## src/rtl/tvbm_pkg.sv

```systemverilog
// tvbm_pkg: register index codes and control structs for the tvb minmod face slope limiter
// no dependencies; compiled first
package tvbm_pkg;

  // configuration port
  localparam int CFG_INDEX_BITS = 3;

  localparam logic [CFG_INDEX_BITS-1:0] REG_LIMITER_ENABLE   = 3'd0;
  localparam logic [CFG_INDEX_BITS-1:0] REG_TVB_THRESHOLD    = 3'd1;
  localparam logic [CFG_INDEX_BITS-1:0] REG_CHANGE_THRESHOLD = 3'd2;
  localparam logic [CFG_INDEX_BITS-1:0] REG_X_BASIS_SCALE    = 3'd3;
  localparam logic [CFG_INDEX_BITS-1:0] REG_Y_BASIS_SCALE    = 3'd4;

  // request control between the difference and jump stages
  typedef struct packed {
    logic valid;
    logic sat;
  } tvbm_ctl_t;

  // request control between the jump and coefficient stages
  typedef struct packed {
    logic valid;
    logic sat;
    logic lim;
  } tvbm_lim_ctl_t;

endpackage

```

## src/rtl/tvbm_jump.sv

```systemverilog
// tvbm_jump: three pipeline stages, tvb minmod of the jumps, change sum and limit decision
// depends on tvbm_pkg
module tvbm_jump
  import tvbm_pkg::*;
#(
  parameter int VALUE_BITS = 32
) (
  input  logic                         clk,
  input  logic                         rst,
  input  tvbm_ctl_t                    ctl,
  output logic                         in_ready,
  input  logic signed [VALUE_BITS-1:0] nb_back [2],
  input  logic signed [VALUE_BITS-1:0] nb_front [2],
  input  logic signed [VALUE_BITS-1:0] jump_back [2],
  input  logic signed [VALUE_BITS-1:0] jump_front [2],
  input  logic        [VALUE_BITS-2:0] tvb_threshold,
  input  logic        [VALUE_BITS-2:0] change_threshold,
  output tvbm_lim_ctl_t                lctl,
  input  logic                         out_ready,
  output logic        [VALUE_BITS-1:0] h_mag [2],
  output logic                         h_neg [2]
);

  localparam int W = VALUE_BITS;

  function automatic logic [W-1:0] mag(input logic signed [W-1:0] a);
    logic [W-1:0] u;
    u = a;
    return a[W-1] ? (~u + 1'b1) : u;
  endfunction

  // small jumps pass, otherwise signs must agree (zero counts as negative)
  function automatic logic signed [W-1:0] minmod(input logic signed [W-1:0] a,
                                                 input logic signed [W-1:0] b,
                                                 input logic signed [W-1:0] c,
                                                 input logic [W-2:0] thr);
    logic [W-1:0] ma;
    logic [W-1:0] mb;
    logic [W-1:0] mc;
    logic [W-1:0] m;
    logic         na;
    logic         nb;
    logic         nc;
    ma = mag(a);
    mb = mag(b);
    mc = mag(c);
    na = a[W-1] || (a == '0);
    nb = b[W-1] || (b == '0);
    nc = c[W-1] || (c == '0);
    m = ma;
    if (mb < m) m = mb;
    if (mc < m) m = mc;
    if (ma < {1'b0, thr}) return a;
    if (na != nb || na != nc) return '0;
    return na ? (~m + 1'b1) : m;
  endfunction

  function automatic logic [W-1:0] abs_diff(input logic signed [W-1:0] x,
                                            input logic signed [W-1:0] y);
    logic signed [W:0] d;
    logic        [W:0] n;
    d = {x[W-1], x} - {y[W-1], y};
    n = -d;
    return d[W] ? n[W-1:0] : d[W-1:0];
  endfunction

  // floor of the exact half sum
  function automatic logic signed [W-1:0] half_sum(input logic signed [W-1:0] a,
                                                   input logic signed [W-1:0] b);
    logic signed [W:0] s;
    s = {a[W-1], a} + {b[W-1], b};
    return s[W:1];
  endfunction

  logic                v2, v3, v4;
  logic                en2, en3, en4;
  logic                sat2, sat3, sat4, lim4;
  logic signed [W-1:0] jb2 [2];
  logic signed [W-1:0] jf2 [2];
  logic signed [W-1:0] raw_b2 [2];
  logic signed [W-1:0] raw_f2 [2];
  logic        [W-1:0] dev3 [4];
  logic signed [W-1:0] h3 [2];
  logic        [W+1:0] total;

  // per-stage enables, a bubble lets upstream move on
  assign en4      = !v4 || out_ready;
  assign en3      = !v3 || en4;
  assign en2      = !v2 || en3;
  assign in_ready = en2;

  always_ff @(posedge clk) begin
    if (rst) begin
      v2 <= 1'b0;
      v3 <= 1'b0;
      v4 <= 1'b0;
    end else begin
      if (en2) v2 <= ctl.valid;
      if (en3) v3 <= v2;
      if (en4) v4 <= v3;
    end
  end

  // minmod of back and front jumps against both neighbour differences
  always_ff @(posedge clk) begin
    if (en2) begin
      sat2 <= ctl.sat;
      for (int d = 0; d < 2; d++) begin
        jb2[d]    <= minmod(jump_back[d], nb_back[d], nb_front[d], tvb_threshold);
        jf2[d]    <= minmod(jump_front[d], nb_back[d], nb_front[d], tvb_threshold);
        raw_b2[d] <= jump_back[d];
        raw_f2[d] <= jump_front[d];
      end
    end
  end

  // absolute changes and half sums of the limited jumps
  always_ff @(posedge clk) begin
    if (en3) begin
      sat3 <= sat2;
      for (int d = 0; d < 2; d++) begin
        dev3[2*d]   <= abs_diff(jb2[d], raw_b2[d]);
        dev3[2*d+1] <= abs_diff(jf2[d], raw_f2[d]);
        h3[d]       <= half_sum(jb2[d], jf2[d]);
      end
    end
  end

  // a quarter of the sum above the threshold is the sum above four times it
  assign total = (W+2)'(dev3[0]) + (W+2)'(dev3[1]) + (W+2)'(dev3[2]) + (W+2)'(dev3[3]);

  always_ff @(posedge clk) begin
    if (en4) begin
      sat4 <= sat3;
      lim4 <= total > {1'b0, change_threshold, 2'b00};
      for (int d = 0; d < 2; d++) begin
        h_mag[d] <= mag(h3[d]);
        h_neg[d] <= h3[d][W-1];
      end
    end
  end

  assign lctl.valid = v4;
  assign lctl.sat   = sat4;
  assign lctl.lim   = lim4;

endmodule

```

## config.mk

```make
export PLATFORM = sky130hd
export DESIGN_NAME = tvbm_jump
export DESIGN_NICKNAME = d
export VERILOG_FILES = /design/src/rtl/tvbm_pkg.sv /design/src/rtl/tvbm_jump.sv
export SDC_FILE = /design/constraint.sdc
export NUM_CORES = 2
export LEC_CHECK = 0
export ABC_AREA = 0
export BUFFER_PORTS_ARGS = -buffer_cell sky130_fd_sc_hd__buf_2
export CAP_MARGIN = 10
export CORE_MARGIN = 4
export CORE_UTILIZATION = 30
export CTS_CLUSTER_DIAMETER = 200
export DETAILED_ROUTE_END_ITERATION = 10
export HOLD_SLACK_MARGIN = 0.06
export PLACE_DENSITY = 0.46
export SYNTH_ARGS = -nofsm -noshare
export SYNTH_HDL_FRONTEND = slang
export SYNTH_SLANG_ARGS = --single-unit
export TNS_END_PERCENT = 50
```

## constraint.sdc

```tcl
create_clock -name clk -period 20.9 [get_ports clk]
set_input_delay 3.135 -clock clk [delete_from_list [all_inputs] [get_ports clk]]
set_output_delay 3.135 -clock clk [all_outputs]
set_load 0.02 [all_outputs]
```

Word level (Yosys, flattened, before mapping):

Memory sizes are Yosys's and may differ from the RTL's.
Cells that the tools add are included.

* equality and inequality tests: 8
* bitwise gates (word level): 14
* mux-type cells: 78
* $lt $le $gt $ge: 13
* add/subtract/negate cells: 27
* reductions and logical operators: 26

Operators with widths (number)
* two-way mux 32 bit: 52
* adder 32 x 1 -> 32 bit, second input constant: 14
* inverter 32 bit: 14
* zero test 32 bit: 8
* < comparator 32 bit: 8
* subtractor 32 x 32 -> 33 bit: 4
* < comparator 32 x 31 -> 1 bit: 4
* negation 32 bit: 4
* adder 32 x 32 -> 33 bit: 3
* two-way mux 31 bit: 2
* adder 33 x 32 -> 34 bit: 1
* adder 34 x 32 -> 34 bit: 1
* greater-than comparator 34 x 33 -> 1 bit: 1
* two-way mux 1 bit: 24
* logical OR 1 bit: 15
* != test 1 bit: 8
* zero test 1 bit: 3

* flip-flop bits (word level): 73
* output and inout bits: 70
* memory bits (writable): 448
* bits of input ports: 323
* memories: 6
* word-level logic and storage cells: 185

Memories
* dev3: words 4, bits a word 32, rd ports 4, clocked after memory_dff 0, wr ports 4, RTL line tvbm_jump.sv:82 `logic [W-1:0] dev3 [4];`
* h3: words 2, bits a word 32, rd ports 2, clocked after memory_dff 0, wr ports 2, RTL line tvbm_jump.sv:83 `logic signed [W-1:0] h3 [2];`
* jb2: words 2, bits a word 32, rd ports 2, clocked after memory_dff 0, wr ports 2, RTL line tvbm_jump.sv:78 `logic signed [W-1:0] jb2 [2];`
* jf2: words 2, bits a word 32, rd ports 2, clocked after memory_dff 0, wr ports 2, RTL line tvbm_jump.sv:79 `logic signed [W-1:0] jf2 [2];`
* raw_b2: words 2, bits a word 32, rd ports 2, clocked after memory_dff 0, wr ports 2, RTL line tvbm_jump.sv:80 `logic signed [W-1:0] raw_b2 [2];`
* raw_f2: words 2, bits a word 32, rd ports 2, clocked after memory_dff 0, wr ports 2, RTL line tvbm_jump.sv:81 `logic signed [W-1:0] raw_f2 [2];`

Logic depth before layout (Yosys ltp):

* depth in word-level cells: 15
* mapped depth: 48

Worst setup path before layout:

No wires, ideal clock.

* path kind: input to register
* start: in jump_back[13] (netlist name)
* end: mem jb2[0][60] (netlist name) (data pin)
* data required time: 20635 ps
* path slack: 7921 ps
* buffers on the path: 10
* data arrival time: 12713 ps
* cell stages on the path: 41
* cell sequence: or4_1 or4b_1 nor4_2 nand3_1 or4_1 or2_2 ha_1 nand4_1 nor3_1 nand4_1 o31ai_1 a21o_1 buf_2 buf_2 clkbuf_1 clkbuf_1 nand2_1 o21ai_0 [... 5 more ...] or3_1 a21o_1 a2111oi_4 or2_1 buf_2 buf_4 buf_4 buf_2 buf_2 nor2_1 a21oi_1 ha_1 clkbuf_1 nand3_1 mux2i_1 nor4b_1 nor4_1 or3_1

RTL lines
* from (decl): RTL line tvbm_jump.sv:14 `input logic signed [VALUE_BITS-1:0] jump_back [2],`
* to (decl): RTL line tvbm_jump.sv:78

==> results by group <==
Power
  – PD cells: 146 mW/mm^2
  – Leak pwr: roughly 28 nW
  – Worst vdd ir: between 150 and 200 uV

Clock network
  – Clk Latency, worst-skew pair: ~0.64 ns
  – PostCTS Resize Cnt: 0
  – CTS tree: built
  – CTS root buf: clkbuf_16
  – TritonCTS Buffers: between 50 and 60
  – Clock Tree Buf Depth: 3
  – Post-CTS Setup Inserts: 0
  – Hold buffer count at cts: 0
  – CTS clk-pin slew, worst paths: 0.06 ns
  – H-tree levels: 2
  – Clock tree sinks: between 500 and 600

Global route
  – Initial antenna violation count: 54
  – First-pass GRT wire length: roughly 360 mm
  – Vias in the first global route: approximately 51000
  – Total gr overflow: 0
  – Largest net degree at the start of global routing: 80
  – All-Layer GR Usage: 0.245

Setup path
  – Endpoint class of the critical path: flip-flop
  – Critical path class: input pin to flip-flop
  – CP arrival: approximately 15 ns
  – Slowest stage delay, CP: 0.69 ns
  – Startpoint Class: input pin
  – Critical path origin: nb_back[32]
  – Slowest library cell on the worst path: nor4b_1
  – Critical Path RT: between 20 and 25 ns
  – Crit Path Max Fanout: 41
  – RR Startpoint: dev3[2][8]

Placed design
  – IO Port Bufs: 392
  – Placed Instances: approximately 9500
  – Dpl hpwl: 217 mm
  – GP Congestion: around 0.96

Logic synthesis
  – Most frequent cell after synthesis: ha_1
  – Post-synthesis adder-cell area fraction: 0.162
  – Mapped Cells: between 6000 and 7000
  – Synth top cells by count: 634 x ha_1, 567 x nand2_1, 530 x inv_1
  – Synth area leader: edfxtp_1
  – Post-synth net total: between 7000 and 8000
  – Netlist cell types: between 100 and 150
  – Post-synthesis compound-gate area fraction: 0.207
  – Main synth FF type: edfxtp_1
  – Warnings from Yosys: 0
  – Mux cell area share after synthesis: 0.0320
  – Synth area leaders: edfxtp_1 27%, ha_1 14%, xnor2_1 6.3%, o21ai_0 4.3%, xor2_1 4.0%
  – Flops & latches, synth: roughly 520
  – Simple-gate share of the synthesized area: 0.175
  – Avg Inst Size Synth: roughly 8.7 sq um
  – Post-synthesis xor/xnor area fraction: 0.103
  – Post-Syn Area: about 0.058 sq mm
  – Ys async rst share: 0
  – Register area share after synthesis: 0.270
  – EDFF count, synth: around 520
  – Largest family of logic cells by synthesized area: compound AO/OA/AOI/OAI gates
  – Yosys top cell area share: 0.269

Routing
  – Uppermost routed layer: met5
  – Total wire length: between 200 and 300 mm
  – Met1 WL: approximately 120 mm
  – Routed Antenna Nets: 0
  – Met3 routed WL: 15.2 mm
  – Remaining DRCs: 0
  – Via count: approximately 53000
  – Starting DRC count in detailed routing: 5249
  – Vias per cell: 5.54
  – Initial DRT Pass Iterations: 5
  – Met2 Routed Length: between 100 and 150 mm
  – Routed WL per cell: 26.5 um

Floorplanning
  – DIE HEIGHT: ~450 um
  – Initial Util: 0.303
  – I/O pins: about 390
  – Die footprint: 0.200 sq mm
  – Row count: 160
  – Core footprint: around 0.19 sq mm
  – Die W: about 450 um

Timing
  – Period utilization: 0.674
  – Setup TNS: 0 ns
  – Slew HR: 0.122
  – Clock Skews: ~0.030 ns
  – Final setup violation count: 0
  – Max-slew violation count: 0
  – RSZ-0062 raised after global routing: false
  – Final hold slack: around 0.43 ns
  – Final Hold Vio Count: 0
  – Slew @ Worst Pin: around 1.3 ns
  – Peak Freq: a little over 70 MHz
  – Tmin final: between 10 and 15 ns

Outcome
  – Status: finished, final reports clean

Hold path
  – Class of the worst hold path: flip-flop to flip-flop
  – Hold_sp: sat2

Flow run
  – Max_cap viols: 0

Layout
  – Non-filler cells, final: 9600
  – Share of layout cells above drive strength 1: 0.104
  – Final #Nets: about 8000
  – Layout area overhead: 11.9%
  – Fin util: 0.339
==> final timing paths <==
check | to | slack, ns | depth (start not counted)
worst max-delay path | jb2[0][30] | 6.82 | 38
worst min-delay path | sat3 | 0.43 | 0
worst max register to register | lim4 | 14.36 | 23
worst min register to register | sat3 | 0.43 | 0
==> registers in the layout (all words and copies together) (netlist names) <==
| register | flops |
|---|---|
| dev3 | 128 |
| h3 | 64 |
| h_mag | 64 |
| h_neg | 2 |
| jb2 | 64 |
| jf2 | 64 |
| lim4 | 1 |
| raw_b2 | 64 |
| raw_f2 | 64 |
| sat2 | 1 |
| sat3 | 1 |
| sat4 | 1 |
| v2 | 1 |
| v3 | 1 |
| v4 | 1 |
==> layer usage <==
layer	track usage	vias up
met2	0.368	2058
li1	-	25290
met5	0	-
met4	0.0884	12
met3	0.0260	337
met1	0.361	25514
==> cells by family (layout without fill, tap and decap cells) <==
group / after synthesis / count (layout)
AOI/OAI and AO/OA: 1833 / 1833
xor gates and xnor gates: 680 / 680
adders and majority gates: 705 / 705
buffers and inverters: 737 / 1113
DFF: 521 / 521
muxes: 177 / 177
other: 0 / 32
and+or+nand+nor: 2028 / 2028
==> cells in the final DEF, fill, tap and decap left out, types with 47 or more instances in the layout <==
cell type / Yosys / final
and3_1: 48 / 47
clkbuf_16: 0 / 53
o31ai_1: 107 / 107
fa_1: 70 / 70
or3_1: 98 / 98
nor4_1: 63 / 63
nor2b_1: 70 / 70
edfxtp_1: 518 / 518
xor2_1: 261 / 261
o21ai_0: 492 / 492
mux2i_1: 133 / 133
a21o_1: 190 / 190
a21oi_1: 413 / 405
a31oi_1: 69 / 69
buf_2: 36 / 392
o41ai_1: 58 / 57
buf_4: 15 / 94
or4_1: 56 / 56
or2_2: 52 / 53
a211oi_1: 47 / 47
inv_1: 530 / 528
nand2_1: 567 / 565
nor2_1: 412 / 410
nand4_1: 102 / 102
nor3_1: 178 / 177
nand3_1: 162 / 162
xnor2_1: 417 / 417
nand2b_1: 85 / 84
o21a_1: 69 / 69
ha_1: 634 / 634
==> power breakdown <==
part | internal [mW] | switching (mW)
Combinational | 2.68 | 3.91
Clock | 0.571 | 0.442
Sequential | 1.61 | 0.264
==> worst max-delay path, delay by kind of cell <==
kind	cells	cell delay (ns)
AO/OA/AOI/OAI	11	3.89
AND/OR/NAND/NOR	15	3.89
buffers and inverters	6	1.60
adder cells (fa/ha/maj)	4	1.37
XOR/XNOR	1	0.32
multiplexers	1	0.30
==> metrics by stage <==
stage               instance area [sq um]  worst slack [ns]  power [mW]
floorplan                           57800              7.92        6.50
global route                        64700              6.26        10.4
detailed placement                  62800              6.35        8.47
finish                              64700              6.82        9.48
CTS                                 64600              6.99        9.52
global placement                    62800              6.52        8.40
==> layout make-up <==
type                            count  area [sq um]
Fill cell                       19896        126000
Antenna cell                       32          80.1
Sequential cell                   521         15600
Tap cell                         2511          3140
Multi-Input combinational cell   5423         39400
Inverter                          531          2000
Clock buffer                       58          1350
Timing Repair Buffer              487          2680
Clock inverter                     37           457
(Power assumes the default switching activity.)
