File: src/rtl/tvbm_pkg.sv
// tvbm_pkg: register index codes and control structs for the tvb minmod face slope limiter
// no dependencies; compiled first
package tvbm_pkg;

  // configuration port
  localparam int CFG_INDEX_BITS = 3;

  localparam logic [CFG_INDEX_BITS-1:0] REG_LIMITER_ENABLE   = 3'd0;
  localparam logic [CFG_INDEX_BITS-1:0] REG_TVB_THRESHOLD    = 3'd1;
  localparam logic [CFG_INDEX_BITS-1:0] REG_CHANGE_THRESHOLD = 3'd2;
  localparam logic [CFG_INDEX_BITS-1:0] REG_X_BASIS_SCALE    = 3'd3;
  localparam logic [CFG_INDEX_BITS-1:0] REG_Y_BASIS_SCALE    = 3'd4;

  // request control between the difference and jump stages
  typedef struct packed {
    logic valid;
    logic sat;
  } tvbm_ctl_t;

  // request control between the jump and coefficient stages
  typedef struct packed {
    logic valid;
    logic sat;
    logic lim;
  } tvbm_lim_ctl_t;

endpackage

File: src/rtl/tvbm_if.sv
// tvbm_cell_if and tvbm_result_if: valid/ready channels for cell requests and results
// no dependencies; payload width follows VALUE_BITS
interface tvbm_cell_if #(
  parameter int VALUE_BITS = 32
);
  logic                         valid;
  logic                         ready;
  logic signed [VALUE_BITS-1:0] cell_mean;
  logic signed [VALUE_BITS-1:0] left_mean;
  logic signed [VALUE_BITS-1:0] right_mean;
  logic signed [VALUE_BITS-1:0] bottom_mean;
  logic signed [VALUE_BITS-1:0] top_mean;
  logic        [3:0]            neighbour_mask;
  logic signed [VALUE_BITS-1:0] face_left;
  logic signed [VALUE_BITS-1:0] face_right;
  logic signed [VALUE_BITS-1:0] face_bottom;
  logic signed [VALUE_BITS-1:0] face_top;

  modport source (
    output valid, cell_mean, left_mean, right_mean, bottom_mean, top_mean,
           neighbour_mask, face_left, face_right, face_bottom, face_top,
    input  ready
  );

  modport sink (
    input  valid, cell_mean, left_mean, right_mean, bottom_mean, top_mean,
           neighbour_mask, face_left, face_right, face_bottom, face_top,
    output ready
  );
endinterface


File: src/rtl/tvbm_diff.sv
// tvbm_diff: first pipeline stage, saturated neighbour differences and face jumps
// depends on tvbm_pkg and tvbm_cell_if
module tvbm_diff
  import tvbm_pkg::*;
#(
  parameter int VALUE_BITS = 32
) (
  input  logic                         clk,
  input  logic                         rst,
  tvbm_cell_if.sink                    cell_req,
  output tvbm_ctl_t                    ctl,
  input  logic                         out_ready,
  output logic signed [VALUE_BITS-1:0] nb_back [2],
  output logic signed [VALUE_BITS-1:0] nb_front [2],
  output logic signed [VALUE_BITS-1:0] jump_back [2],
  output logic signed [VALUE_BITS-1:0] jump_front [2]
);

  localparam int W = VALUE_BITS;
  localparam logic signed [W-1:0] VMAX = {1'b0, {(W-1){1'b1}}};
  localparam logic signed [W-1:0] VMIN = {1'b1, {(W-1){1'b0}}};

  // a - b clipped to the value range, clip flag on top
  function automatic logic [W:0] sat_sub(input logic signed [W-1:0] a,
                                         input logic signed [W-1:0] b);
    logic signed [W:0] d;
    d = {a[W-1], a} - {b[W-1], b};
    if (d[W] != d[W-1]) return {1'b1, (d[W] ? VMIN : VMAX)};
    return {1'b0, d[W-1:0]};
  endfunction

  logic [W:0] r_db [2];
  logic [W:0] r_df [2];
  logic [W:0] r_jb [2];
  logic [W:0] r_jf [2];
  logic       sat_any;
  logic       valid;
  logic       sat;

  // differences per direction, absent neighbours give zero
  always_comb begin
    r_db[0] = cell_req.neighbour_mask[0] ?
              sat_sub(cell_req.cell_mean, cell_req.left_mean) : '0;
    r_df[0] = cell_req.neighbour_mask[1] ?
              sat_sub(cell_req.right_mean, cell_req.cell_mean) : '0;
    r_db[1] = cell_req.neighbour_mask[2] ?
              sat_sub(cell_req.cell_mean, cell_req.bottom_mean) : '0;
    r_df[1] = cell_req.neighbour_mask[3] ?
              sat_sub(cell_req.top_mean, cell_req.cell_mean) : '0;
    r_jb[0] = sat_sub(cell_req.cell_mean, cell_req.face_left);
    r_jf[0] = sat_sub(cell_req.face_right, cell_req.cell_mean);
    r_jb[1] = sat_sub(cell_req.cell_mean, cell_req.face_bottom);
    r_jf[1] = sat_sub(cell_req.face_top, cell_req.cell_mean);
    sat_any = r_db[0][W] | r_df[0][W] | r_db[1][W] | r_df[1][W] |
              r_jb[0][W] | r_jf[0][W] | r_jb[1][W] | r_jf[1][W];
  end

  // stage holds while the next one is full and stalled
  assign cell_req.ready = !valid || out_ready;

  always_ff @(posedge clk) begin
    if (rst) begin
      valid <= 1'b0;
    end else if (cell_req.ready) begin
      valid <= cell_req.valid;
    end
  end

  always_ff @(posedge clk) begin
    if (cell_req.ready) begin
      sat <= sat_any;
      for (int d = 0; d < 2; d++) begin
        nb_back[d]    <= r_db[d][W-1:0];
        nb_front[d]   <= r_df[d][W-1:0];
        jump_back[d]  <= r_jb[d][W-1:0];
        jump_front[d] <= r_jf[d][W-1:0];
      end
    end
  end

  assign ctl.valid = valid;
  assign ctl.sat   = sat;

endmodule

File: src/flat_wrapper.sv
// flat-port wrapper written by rule: the top's interface ports become plain ports
module tvbm_diff_flat import tvbm_pkg::*;
#(
  parameter int VALUE_BITS = 32
)
  (clk, rst, ctl, out_ready, nb_back, nb_front, jump_back, jump_front, cell_req_valid, cell_req_cell_mean, cell_req_left_mean, cell_req_right_mean, cell_req_bottom_mean, cell_req_top_mean, cell_req_neighbour_mask, cell_req_face_left, cell_req_face_right, cell_req_face_bottom, cell_req_face_top, cell_req_ready);
  tvbm_cell_if #(.VALUE_BITS(VALUE_BITS)) cell_req_i ();
  input  logic clk;
  input  logic rst;
  output tvbm_ctl_t ctl;
  input  logic out_ready;
  output logic signed [VALUE_BITS-1:0] nb_back[2];
  output logic signed [VALUE_BITS-1:0] nb_front[2];
  output logic signed [VALUE_BITS-1:0] jump_back[2];
  output logic signed [VALUE_BITS-1:0] jump_front[2];
  input wire logic [$bits(cell_req_i.valid)-1:0] cell_req_valid;
  input wire logic [$bits(cell_req_i.cell_mean)-1:0] cell_req_cell_mean;
  input wire logic [$bits(cell_req_i.left_mean)-1:0] cell_req_left_mean;
  input wire logic [$bits(cell_req_i.right_mean)-1:0] cell_req_right_mean;
  input wire logic [$bits(cell_req_i.bottom_mean)-1:0] cell_req_bottom_mean;
  input wire logic [$bits(cell_req_i.top_mean)-1:0] cell_req_top_mean;
  input wire logic [$bits(cell_req_i.neighbour_mask)-1:0] cell_req_neighbour_mask;
  input wire logic [$bits(cell_req_i.face_left)-1:0] cell_req_face_left;
  input wire logic [$bits(cell_req_i.face_right)-1:0] cell_req_face_right;
  input wire logic [$bits(cell_req_i.face_bottom)-1:0] cell_req_face_bottom;
  input wire logic [$bits(cell_req_i.face_top)-1:0] cell_req_face_top;
  output wire logic [$bits(cell_req_i.ready)-1:0] cell_req_ready;
  assign cell_req_i.valid = cell_req_valid;
  assign cell_req_i.cell_mean = cell_req_cell_mean;
  assign cell_req_i.left_mean = cell_req_left_mean;
  assign cell_req_i.right_mean = cell_req_right_mean;
  assign cell_req_i.bottom_mean = cell_req_bottom_mean;
  assign cell_req_i.top_mean = cell_req_top_mean;
  assign cell_req_i.neighbour_mask = cell_req_neighbour_mask;
  assign cell_req_i.face_left = cell_req_face_left;
  assign cell_req_i.face_right = cell_req_face_right;
  assign cell_req_i.face_bottom = cell_req_face_bottom;
  assign cell_req_i.face_top = cell_req_face_top;
  assign cell_req_ready = cell_req_i.ready;
  tvbm_diff #(.VALUE_BITS(VALUE_BITS)) u_core (.clk(clk), .rst(rst), .cell_req(cell_req_i), .ctl(ctl), .out_ready(out_ready), .nb_back(nb_back), .nb_front(nb_front), .jump_back(jump_back), .jump_front(jump_front));
endmodule
File: config.mk
export PLATFORM = sky130hd
export DESIGN_NAME = tvbm_diff_flat
export DESIGN_NICKNAME = d
export VERILOG_FILES = /design/src/rtl/tvbm_pkg.sv /design/src/rtl/tvbm_if.sv /design/src/rtl/tvbm_diff.sv /design/src/flat_wrapper.sv
export SDC_FILE = /design/constraint.sdc
export NUM_CORES = 1
export LEC_CHECK = 0
export BUFFER_PORTS_ARGS = -buffer_cell sky130_fd_sc_hd__buf_2
export CAP_MARGIN = 20
export CORE_MARGIN = 2
export CORE_UTILIZATION = 30
export DETAILED_ROUTE_END_ITERATION = 7
export MAX_ROUTING_LAYER = met4
export RECOVER_POWER = 100
export SLEW_MARGIN = 25
export SYNTH_ARGS = -nofsm -noshare
export SYNTH_HDL_FRONTEND = slang
export SYNTH_SLANG_ARGS = --single-unit
File: constraint.sdc
create_clock -name clk -period 10.3 [get_ports clk]
set_input_delay 2.06 -clock clk [delete_from_list [all_inputs] [get_ports clk]]
set_output_delay 2.06 -clock clk [all_outputs]
set_load 0.01 [all_outputs]
=== After elaboration in Yosys (flattened, before gate mapping) ===
Cells that the tools add are included.

* Register bits after elaboration: 258
* Latch bits: 0
* Bits in writable memories: 0
* Bits in read-only memories: 0
* Input port bits: 296
* Output and inout port bits: 259
* Word-level logic and storage cells: 71
* Memories kept: 0

* $add $sub $neg: 8
* $mul: 0
* Div/mod/pow operators: 0
* $lt $le $gt $ge: 0
* Eq/ne operators: 8
* Shifts and indexed selects: 0
* Multiplexer cells: 36
* Bitwise gates (word level): 7
* Reductions and logical operators: 2

{| class="wikitable"
|+ Operators with widths
! operator !! count
|-
| 33-bit 2-to-1 mux || 20
|-
| 32-bit by 32-bit subtractor with 33-bit output || 8
|-
| 32-bit 2-to-1 mux || 8
|-
| 1-bit 2-to-1 mux || 8
|-
| 1-bit != test || 8
|-
| 1-bit bitwise OR || 7
|-
| 1-bit zero test || 1
|-
| 1-bit logical OR || 1
|}

=== Longest topological paths before layout ===
Gate-level depths: netlist of run 1.

* Depth after elaboration: 12
* Mapped depth: 19
* Gate-level depth less buffers: 18

=== Worst setup path after synthesis of run 1 ===
OpenSTA, ideal clock, no wires.

* Kind: input -> output
* From: in out_ready
* To: out cell_req_ready
* Data arrival time: 8.297 ns
* Slack: -0.057 ns
* Stages: 1
* Cells stage by stage: nand2b_1

* Word-level cells in the longest chain between the ends: 1

{| class="wikitable"
|+ Ends and longest elaborated chain
! what !! line !! source
|-
| start: declaration || flat_wrapper.sv:11 || <nowiki>input logic out_ready;</nowiki>
|-
| 1-bit logical OR || tvbm_diff.sv:59 || <nowiki>assign cell_req.ready = !valid || out_ready;</nowiki>
|-
| end: declaration || flat_wrapper.sv:27 || <nowiki>output wire logic [$bits(cell_req_i.ready)-1:0] cell_req_ready;</nowiki>
|}

Every way passes these cells.

==> report_table.html, run 1 <==
<table>
<tr><th>Metric</th><th>Value</th></tr>
<tr><th colspan="2">Clock network</th></tr>
<tr><td>Number of sinks handled by clock tree synthesis</td><td>258</td></tr>
<tr><td>TritonCTS clock tree</td><td>done</td></tr>
<tr><td>Maximum clock path buffer count</td><td>3</td></tr>
<tr><td># Post-CTS Setup Buffers</td><td>0</td></tr>
<tr><td>H-Tree Depth</td><td>2</td></tr>
<tr><td>Post_cts resized</td><td>0</td></tr>
<tr><td>Reg clk slew, reported paths</td><td>~0.06 ns</td></tr>
<tr><td>Clock insertion delay at the later pin of the skew report</td><td>about 0.57 ns</td></tr>
<tr><td>Root Buffer</td><td>sky130_fd_sc_hd__clkbuf_16</td></tr>
<tr><td>Total CTS buffers</td><td>36</td></tr>
<tr><td>Number of buffers inserted by hold repair at cts</td><td>0</td></tr>
<tr><th colspan="2">Placed design</th></tr>
<tr><td>GP Congestion</td><td>0.9475</td></tr>
<tr><td>Number of port buffers</td><td>between 500 and 600</td></tr>
<tr><td>Final HPWL DP</td><td>72.63 mm</td></tr>
<tr><th colspan="2">Worst setup path</th></tr>
<tr><td>Type of the worst setup path</td><td>primary input to register</td></tr>
<tr><td>Most frequent cell on the critical path</td><td>sky130_fd_sc_hd__o21ai_0</td></tr>
<tr><td>Startpoint of the worst setup timing path</td><td>cell_req_cell_mean[1]</td></tr>
<tr><td>Data arrival time of the critical path</td><td>between 8 and 9 ns</td></tr>
<tr><td>RR Startpoint</td><td>u_core.valid</td></tr>
<tr><td>Worst setup path endpoint</td><td>u_core.jump_back[18]</td></tr>
<tr><td>Cell-by-cell listing of the critical path</td><td>clkbuf_1 -&gt; inv_1 -&gt; fa_1 -&gt; nor2b_1 -&gt; o21a_1 -&gt; o21ai_0 -&gt; a311o_1 -&gt; a211oi_1 -&gt; o21ai_0 -&gt; a2111o_1 -&gt; a41o_1 -&gt; ha_1 -&gt; buf_4 -&gt; inv_1 -&gt; or2_0 -&gt; o21ai_0</td></tr>
<tr><td>Setup slack on the worst flop-to-flop path</td><td>between 4 and 5 ns</td></tr>
<tr><td>Type of origin of the critical path</td><td>primary input</td></tr>
<tr><td>Delay contributed by the slowest stage of the critical path</td><td>between 1 and 1.5 ns</td></tr>
<tr><td>Cell type of the slowest stage on the worst timing path</td><td>sky130_fd_sc_hd__or2_0</td></tr>
<tr><td>Largest fanout of any net on the critical path</td><td>37</td></tr>
<tr><td>Kind of end point of the critical path</td><td>register</td></tr>
<tr><td>Number of cells on the worst reg-to-reg path</td><td>2</td></tr>
<tr><td>Data required time of the worst path</td><td>between 10 and 15 ns</td></tr>
<tr><td>Destination of the worst register-to-register timing path</td><td>u_core.nb_back[15]</td></tr>
<tr><th colspan="2">STA</th></tr>
<tr><td>Share of the cycle needed by the critical path after routing</td><td>81.37%</td></tr>
<tr><td>Number of pins with negative max-slew slack in the final report</td><td>296</td></tr>
<tr><td>Clock skew</td><td>approximately 0.021 ns</td></tr>
<tr><td>Worst-Margin Slew</td><td>~3.9 ns</td></tr>
<tr><td>Hold Vio Cnt, Final</td><td>0</td></tr>
<tr><td>Setup TNS</td><td>0 ns</td></tr>
<tr><td>RSZ-0062 raised after global routing</td><td>false</td></tr>
<tr><td>Crit path time final</td><td>approximately 8.4 ns</td></tr>
<tr><td>Max transition margin</td><td>-159.8%</td></tr>
<tr><td>Fmax</td><td>0.1193 GHz</td></tr>
<tr><td>Count of final setup violators</td><td>0</td></tr>
<tr><th colspan="2">Synth</th></tr>
<tr><td>Post-Synthesis Cell Area</td><td>about 23,000 sq um</td></tr>
<tr><td>Post-synthesis async set-or-reset flop share</td><td>0%</td></tr>
<tr><td>Number of different library cells in the post-synthesis netlist</td><td>88</td></tr>
<tr><td>Dominant register cell in the synthesized netlist</td><td>sky130_fd_sc_hd__edfxtp_1</td></tr>
<tr><td>Number of synthesized flops with an enable pin</td><td>~260</td></tr>
<tr><td>Post-Syn Instances</td><td>2,519</td></tr>
<tr><td>Count of warnings emitted by yosys</td><td>0</td></tr>
<tr><td>Nets in the synthesized netlist</td><td>between 3,000 and 4,000</td></tr>
<tr><td>Share of synthesized area occupied by flip-flops and latches</td><td>about a third</td></tr>
<tr><td>Flip-flop and latch count after synthesis</td><td>258</td></tr>
<tr><td>Mean cell area of the mapped netlist</td><td>roughly 9 sq um</td></tr>
<tr><th colspan="2">Run status</th></tr>
<tr><td>Result of the run</td><td>finished with violations</td></tr>
<tr><td>Failing checks</td><td>max-capacitance violations, max-slew violations</td></tr>
<tr><th colspan="2">Min path</th></tr>
<tr><td>Type of the worst min-delay path</td><td>primary input to register</td></tr>
<tr><th colspan="2">Power</th></tr>
<tr><td>Leakage</td><td>between 10 and 15 nW</td></tr>
<tr><td>Combinational share of power</td><td>36.6%</td></tr>
<tr><td>Worst ir drop on vdd</td><td>roughly 0.11 mV</td></tr>
<tr><td>Total internal power</td><td>between 3 and 4 mW</td></tr>
<tr><td>Sw frac</td><td>approximately 38%</td></tr>
<tr><td>Fraction of power consumed by sequential logic</td><td>about a third</td></tr>
<tr><td>Relative contribution of the clock network to total power</td><td>28.1%</td></tr>
<tr><td>Overall power consumption</td><td>roughly 5.0 mW</td></tr>
<tr><td>Cell Pwr Density</td><td>roughly 180 nW/um^2</td></tr>
<tr><td>Switching power</td><td>1.907 mW</td></tr>
<tr><th colspan="2">Routing</th></tr>
<tr><td>Count of unresolved DRC violations after routing</td><td>0</td></tr>
<tr><td>Number of design-rule violations left by the first detailed-router iteration</td><td>~1,400</td></tr>
<tr><td>Count of TritonRoute iterations in the first routing pass</td><td>5</td></tr>
<tr><td>Number of vias per cell</td><td>5.316</td></tr>
<tr><td>Remaining antenna violation count</td><td>0</td></tr>
<tr><td>Total vias in the final route</td><td>21,740</td></tr>
<tr><td>Drt wl/cell</td><td>between 20 and 25 um</td></tr>
<tr><td>Total routed wirelength</td><td>about 94 mm</td></tr>
<tr><th colspan="2">GRT</th></tr>
<tr><td>Congestion Overflow GR</td><td>0</td></tr>
<tr><td>Wire length of the first global-routing pass</td><td>between 100 and 150 mm</td></tr>
<tr><td>Largest net degree at the start of global routing</td><td>roughly 140</td></tr>
<tr><td>Global-route total usage across every layer</td><td>a little under a quarter</td></tr>
<tr><td>Antenna violations before repair</td><td>31</td></tr>
<tr><td>Number of global-route vias before repair</td><td>20,490</td></tr>
<tr><th colspan="2">Run</th></tr>
<tr><td>Number of max-cap violations</td><td>4</td></tr>
<tr><th colspan="2">Floorplanning</th></tr>
<tr><td>Die Wd</td><td>approximately 280 um</td></tr>
<tr><td>DIE HEIGHT</td><td>approximately 280 um</td></tr>
<tr><td>Core area</td><td>roughly 76,000 sq um</td></tr>
<tr><td>Die Footprint</td><td>around 80,000 sq um</td></tr>
<tr><td>Number of placement rows</td><td>a little over 100</td></tr>
<tr><td>Initial core utilization</td><td>between 30% and 40%</td></tr>
<tr><td>Number of top-level design ports</td><td>about 560</td></tr>
<tr><th colspan="2">Final layout</th></tr>
<tr><td>Number of nets in the layout</td><td>around 3,600</td></tr>
<tr><td>Synth-to-layout area growth</td><td>21.04%</td></tr>
<tr><td>Fraction of layout cells with a size suffix above 1</td><td>between 10% and 20%</td></tr>
<tr><td>Filler cell count in the final layout</td><td>around 8,000</td></tr>
<tr><td>Most common cell after layout, fill and taps aside</td><td>sky130_fd_sc_hd__o21ai_0</td></tr>
<tr><td>Top library cells by usage in the layout, fill and taps aside</td><td>sky130_fd_sc_hd__o21ai_0, sky130_fd_sc_hd__buf_2, sky130_fd_sc_hd__ha_1, sky130_fd_sc_hd__clkbuf_1, sky130_fd_sc_hd__edfxtp_1</td></tr>
</table>
[per-layer routing]
metal  share of wire [%]  vias up  track usage (%)
met1                  42    10250            28.83
met3                 8.6      180            5.912
met5                   0        -                -
met2                  45      881            37.75
met4                 4.2        0            8.858
li1                    -    10430                -
[worst max-delay path, delay by kind of cell]
family          cells  cell delay, ns
compound gates      8            2.12
fa+ha+maj           2            0.95
buf+inv             4            2.05
simple gates        2            1.35
[synth_stat cells, drive strengths merged, types with 6 or more instances]
master	count	area share, %
a211o	13	0.50
a211oi	20	0.68
a21boi	8	0.31
a21o	115	3.8
a21oi	205	4.5
a221o	6	0.26
a31o	8	0.31
a31oi	28	0.86
and2	21	0.58
and3	32	0.92
buf	11	0.30
clkbuf	51	0.84
edfxtp	257	34
fa	8	0.70
ha	272	15
inv	213	3.5
mux2i	7	0.31
nand2	128	2.1
nand2b	65	1.8
nand3	62	1.4
nand3b	7	0.23
nand4	14	0.38
nor2	124	2.0
nor2b	45	1.2
nor3	36	0.79
nor3b	6	0.20
o211ai	9	0.30
o21a	58	1.9
o21ai	319	7.0
o21bai	16	0.52
o22ai	6	0.16
o31a	10	0.38
o31ai	37	1.2
or2	17	0.46
or3	8	0.22
xnor2	99	3.8
xor2	103	3.9
[through the flow]
stage | cells | cell area, sq um | hold slack (ns) | setup WS, ns | util (%)
after floorplan | 2519 | 22880 | 2.129 | 2.900 | -
after CTS | 4060 | 28010 | 1.194 | 2.486 | 37.00
after global routing | 4088 | 27690 | 1.651 | 1.371 | 36.58
after detailed placement | 3995 | 26700 | 1.197 | 1.916 | 35.27
final | 4089 | 27690 | 1.660 | 1.919 | 36.59
after global placement | 3995 | 26690 | 1.183 | 2.066 | 35.26
[registers in the layout (all words and copies together), names as in the netlist]
register and flops:
u_core.jump_back 64, u_core.valid 1, u_core.jump_front 64, u_core.sat 1, u_core.nb_front 64, u_core.nb_back 64
[power groups by stage]
stage          Sequential (mW)  Clock, mW  Combinational (mW)
2_1_floorplan             1.89          0               0.985
3_3_place_gp              1.79          0                1.92
3_5_place_dp              1.79          0                1.93
4_1_cts                   1.77       1.44                1.94
5_1_grt                   1.81       1.48                2.04
6_report                  1.78       1.42                1.85
[worst min path at each step]
| stage | to | cells past startpoint | slack [ns] | from |
|---|---|---|---|---|
| 2_1_floorplan | u_core.valid | 1 | 2.13 | rst |
| 3_3_place_gp | u_core.valid | 2 | 1.18 | u_core.valid |
| 3_5_place_dp | u_core.valid | 2 | 1.20 | u_core.valid |
| 4_1_cts | u_core.valid | 2 | 1.19 | u_core.valid |
| 5_1_grt | u_core.valid | 2 | 1.65 | rst |
| 6_report | u_core.valid | 2 | 1.66 | rst |
[final cells by class]
class / instances / area [sq um] / area share (%)
flip-flops and latches: 258 / 7737 / 27.94
clock buffers: 39 / 933.4 / 3.370
diodes: 29 / 72.57 / 0.2620
repair buffers: 560 / 2479 / 8.950
clock inverters: 26 / 372.9 / 1.346
inverters: 214 / 803.3 / 2.901
multi-input cells: 1985 / 14070 / 50.81
well taps: 978 / 1224 / 4.419
[logic make-up after synthesis]
kind of cell | after synthesis | synth area share [%]
AOI/OAI and AO/OA | 913 | 24.96
xor gates and xnor gates | 202 | 7.732
adders and majority gates | 280 | 15.57
buffers and inverters | 276 | 4.643
DFF | 258 | 33.82
muxes | 8 | 0.3555
and+or+nand+nor | 582 | 12.92
(Power assumes the default switching activity.)
==> inputs of run 2 (changes only) <==
- clock period: 10.3 -> 7.9 ns (I/O delays scaled with it)
==> report_table.html, run 2 (synthesized netlist as in run 1, its figures left out) <==
<table>
<tr><th>Metric</th><th>Value</th></tr>
<tr><th colspan="2">Clock network</th></tr>
<tr><td>H-Tree Depth</td><td>2</td></tr>
<tr><td>Number of buffers inserted by hold repair at cts</td><td>0</td></tr>
<tr><td>Root Buffer</td><td>sky130_fd_sc_hd__clkbuf_16</td></tr>
<tr><td>Post_cts resized</td><td>0</td></tr>
<tr><td>Clock insertion delay at the later pin of the skew report</td><td>roughly 0.57 ns</td></tr>
<tr><td>Reg clk slew, reported paths</td><td>around 0.060 ns</td></tr>
<tr><td>Total CTS buffers</td><td>36</td></tr>
<tr><td># Post-CTS Setup Buffers</td><td>0</td></tr>
<tr><td>Number of sinks handled by clock tree synthesis</td><td>~260</td></tr>
<tr><td>TritonCTS clock tree</td><td>done</td></tr>
<tr><td>Maximum clock path buffer count</td><td>3</td></tr>
<tr><th colspan="2">STA</th></tr>
<tr><td>Final critical-path setup slack</td><td>0.9856 ns</td></tr>
<tr><td>Fmax</td><td>between 0.1 and 0.15 GHz</td></tr>
<tr><td>Share of the cycle needed by the critical path after routing</td><td>between 80% and 90%</td></tr>
<tr><td>Clock skew</td><td>approximately 0.032 ns</td></tr>
<tr><td>Setup TNS</td><td>0 ns</td></tr>
<tr><td>RSZ-0062 raised after global routing</td><td>false</td></tr>
<tr><td>Max transition margin</td><td>-135.6%</td></tr>
<tr><td>Worst hold margin</td><td>approximately 1.2 ns</td></tr>
<tr><td>Count of final setup violators</td><td>0</td></tr>
<tr><td>Worst-Margin Slew</td><td>3.534 ns</td></tr>
<tr><td>Crit path time final</td><td>6.914 ns</td></tr>
<tr><td>Hold Vio Cnt, Final</td><td>0</td></tr>
<tr><td>Number of pins with negative max-slew slack in the final report</td><td>around 120</td></tr>
<tr><th colspan="2">GRT</th></tr>
<tr><td>Global-route total usage across every layer</td><td>23.95%</td></tr>
<tr><td>Congestion Overflow GR</td><td>0</td></tr>
<tr><td>Antenna violations before repair</td><td>36</td></tr>
<tr><td>Largest net degree at the start of global routing</td><td>140</td></tr>
<tr><td>Wire length of the first global-routing pass</td><td>between 100 and 150 mm</td></tr>
<tr><td>Number of global-route vias before repair</td><td>20,670</td></tr>
<tr><th colspan="2">Placed design</th></tr>
<tr><td>Final HPWL DP</td><td>between 70 and 80 mm</td></tr>
<tr><td>Number of port buffers</td><td>approximately 550</td></tr>
<tr><td>Post-Place Worst Slack</td><td>about 1.3 ns</td></tr>
<tr><td>GP Congestion</td><td>slightly below 1</td></tr>
<tr><td>Area after DPL</td><td>26,750 sq um</td></tr>
<tr><th colspan="2">Worst setup path</th></tr>
<tr><td>Data required time of the worst path</td><td>between 8 and 9 ns</td></tr>
<tr><td>Type of the worst setup path</td><td>primary input to register</td></tr>
<tr><td>Data arrival time of the critical path</td><td>approximately 7.1 ns</td></tr>
<tr><td>Number of cells on the worst reg-to-reg path</td><td>2</td></tr>
<tr><td>Cell type of the slowest stage on the worst timing path</td><td>sky130_fd_sc_hd__clkbuf_1</td></tr>
<tr><td>Setup slack on the worst flop-to-flop path</td><td>2.38 ns</td></tr>
<tr><td>RR Startpoint</td><td>u_core.valid</td></tr>
<tr><td>Most frequent cell on the critical path</td><td>sky130_fd_sc_hd__a21o_1</td></tr>
<tr><td>Critical path buffers and inverters</td><td>3</td></tr>
<tr><td>Delay contributed by the slowest stage of the critical path</td><td>around 1.1 ns</td></tr>
<tr><td>Cell-by-cell listing of the critical path</td><td>clkbuf_1 -&gt; inv_1 -&gt; ha_1 -&gt; a21o_1 -&gt; a21o_1 -&gt; a21o_1 -&gt; nor3_1 -&gt; and3_1 -&gt; o31ai_1 -&gt; a41oi_1 -&gt; o211ai_1 -&gt; nand2_1 -&gt; ha_1 -&gt; clkbuf_1 -&gt; o21ai_0</td></tr>
<tr><td>Kind of end point of the critical path</td><td>register</td></tr>
<tr><td>Largest fanout of any net on the critical path</td><td>33</td></tr>
<tr><td>Stages on the worst setup path</td><td>15</td></tr>
<tr><td>Destination of the worst register-to-register timing path</td><td>u_core.nb_front[63]</td></tr>
<tr><td>CP delay by family, top</td><td>buffers and inverters</td></tr>
<tr><td>Type of origin of the critical path</td><td>primary input</td></tr>
<tr><th colspan="2">Power</th></tr>
<tr><td>Worst ir drop on vdd</td><td>between 0.1 and 0.15 mV</td></tr>
<tr><td>Cell Pwr Density</td><td>233.3 nW/um^2</td></tr>
<tr><td>Leakage</td><td>12.42 nW</td></tr>
<tr><td>Overall power consumption</td><td>between 6 and 7 mW</td></tr>
<tr><th colspan="2">Floorplanning</th></tr>
<tr><td>Number of top-level design ports</td><td>roughly 560</td></tr>
<tr><td>Core area</td><td>between 70,000 and 80,000 sq um</td></tr>
<tr><td>DIE HEIGHT</td><td>around 280 um</td></tr>
<tr><td>Die Footprint</td><td>78,500 sq um</td></tr>
<tr><td>Initial core utilization</td><td>30.23%</td></tr>
<tr><td>Number of placement rows</td><td>~100</td></tr>
<tr><td>Die Wd</td><td>between 200 and 300 um</td></tr>
<tr><th colspan="2">Routing</th></tr>
<tr><td>Count of TritonRoute iterations in the first routing pass</td><td>6</td></tr>
<tr><td>Count of unresolved DRC violations after routing</td><td>0</td></tr>
<tr><td>Remaining antenna violation count</td><td>0</td></tr>
<tr><td>Total vias in the final route</td><td>around 22,000</td></tr>
<tr><td>Number of vias per cell</td><td>between 5 and 6</td></tr>
<tr><td>Number of design-rule violations left by the first detailed-router iteration</td><td>about 1,800</td></tr>
<tr><td>Drt wl/cell</td><td>around 23 um</td></tr>
<tr><td>Total routed wirelength</td><td>95.57 mm</td></tr>
<tr><th colspan="2">Min path</th></tr>
<tr><td>Beginning of the worst hold path</td><td>rst</td></tr>
<tr><td>Type of the worst min-delay path</td><td>primary input to register</td></tr>
<tr><td>WHS Path Cells</td><td>2</td></tr>
<tr><td>WHS Endpoint</td><td>u_core.valid</td></tr>
<tr><th colspan="2">Run</th></tr>
<tr><td>Number of max-cap violations</td><td>2</td></tr>
<tr><th colspan="2">Run status</th></tr>
<tr><td>Failing checks</td><td>max-capacitance violations, max-slew violations</td></tr>
<tr><td>Result of the run</td><td>finished with violations</td></tr>
<tr><th colspan="2">Final layout</th></tr>
<tr><td>Top library cells by usage in the layout, fill and taps aside</td><td>sky130_fd_sc_hd__o21ai_0, sky130_fd_sc_hd__buf_2, sky130_fd_sc_hd__ha_1, sky130_fd_sc_hd__clkbuf_1, sky130_fd_sc_hd__edfxtp_1</td></tr>
<tr><td>Most common cell after layout, fill and taps aside</td><td>sky130_fd_sc_hd__o21ai_0</td></tr>
<tr><td>Final design area excluding fillers</td><td>27,600 sq um</td></tr>
<tr><td>Number of nets in the layout</td><td>approximately 3,600</td></tr>
<tr><td>Synth-to-layout area growth</td><td>20.62%</td></tr>
<tr><td>Fraction of layout cells with a size suffix above 1</td><td>about 13%</td></tr>
</table>
[run 2: changes by cell type in the layout (fill, tap and decap cells not counted), moves of 2 or more]
cell / delta
sky130_fd_sc_hd__bufinv_16: -5
sky130_fd_sc_hd__clkinv_2: -3
sky130_fd_sc_hd__o21ai_1: +2
sky130_fd_sc_hd__clkbuf_1: +7
sky130_fd_sc_hd__buf_4: +6
sky130_fd_sc_hd__inv_6: +2
sky130_fd_sc_hd__diode_2: +5
sky130_fd_sc_hd__buf_2: -2
[run 2: metal layers]
metal	track usage (%)	vias to the layer above	part of all wire, %	wire (um)
li1	-	10440	-	-
met2	37.92	941	46	43610
met5	-	-	0	0
met3	5.654	164	8.0	7606
met1	29.16	10260	42	40090
met4	10.13	0	4.5	4261
[run 2: power breakdown]
part,switching [mW],internal [mW]
Combinational,1.60,0.852
Clock,0.683,0.990
Sequential,0.222,2.09
[run 2: how the worst max path moves through the flow]
stage	start	to	slack [ns]
floorplan	out_ready	cell_req_ready	1.46
global placement	cell_req_cell_mean[0]	u_core.sat	1.40
detailed placement	cell_req_cell_mean[0]	u_core.nb_back[60]	1.30
CTS	cell_req_cell_mean[0]	u_core.nb_back[60]	1.91
global route	cell_req_cell_mean[0]	u_core.jump_front[48]	0.74
finish	cell_req_cell_mean[17]	u_core.jump_front[48]	0.99
[run 2: per-stage QoR]
| step | std cells | utilization (%) |
|---|---|---|
| after detailed placement | 4003 | 35.34 |
| after global routing | 4098 | 36.46 |
| after floorplan | 2519 | - |
| after global placement | 4003 | 35.34 |
| final | 4099 | 36.46 |
| after CTS | 4065 | 36.88 |
[run 2: layout make-up]
| type | instances | area (sq um) |
|---|---|---|
| antenna | 34 | 85.08 |
| sequential | 258 | 7737 |
| clock inverter | 20 | 222.7 |
| multi-input combinational | 1985 | 14040 |
| inverter | 214 | 803.3 |
| clock buffer | 42 | 944.7 |
| tap | 978 | 1224 |
| fill | 7944 | 48100 |
| timing repair buffer | 568 | 2544 |
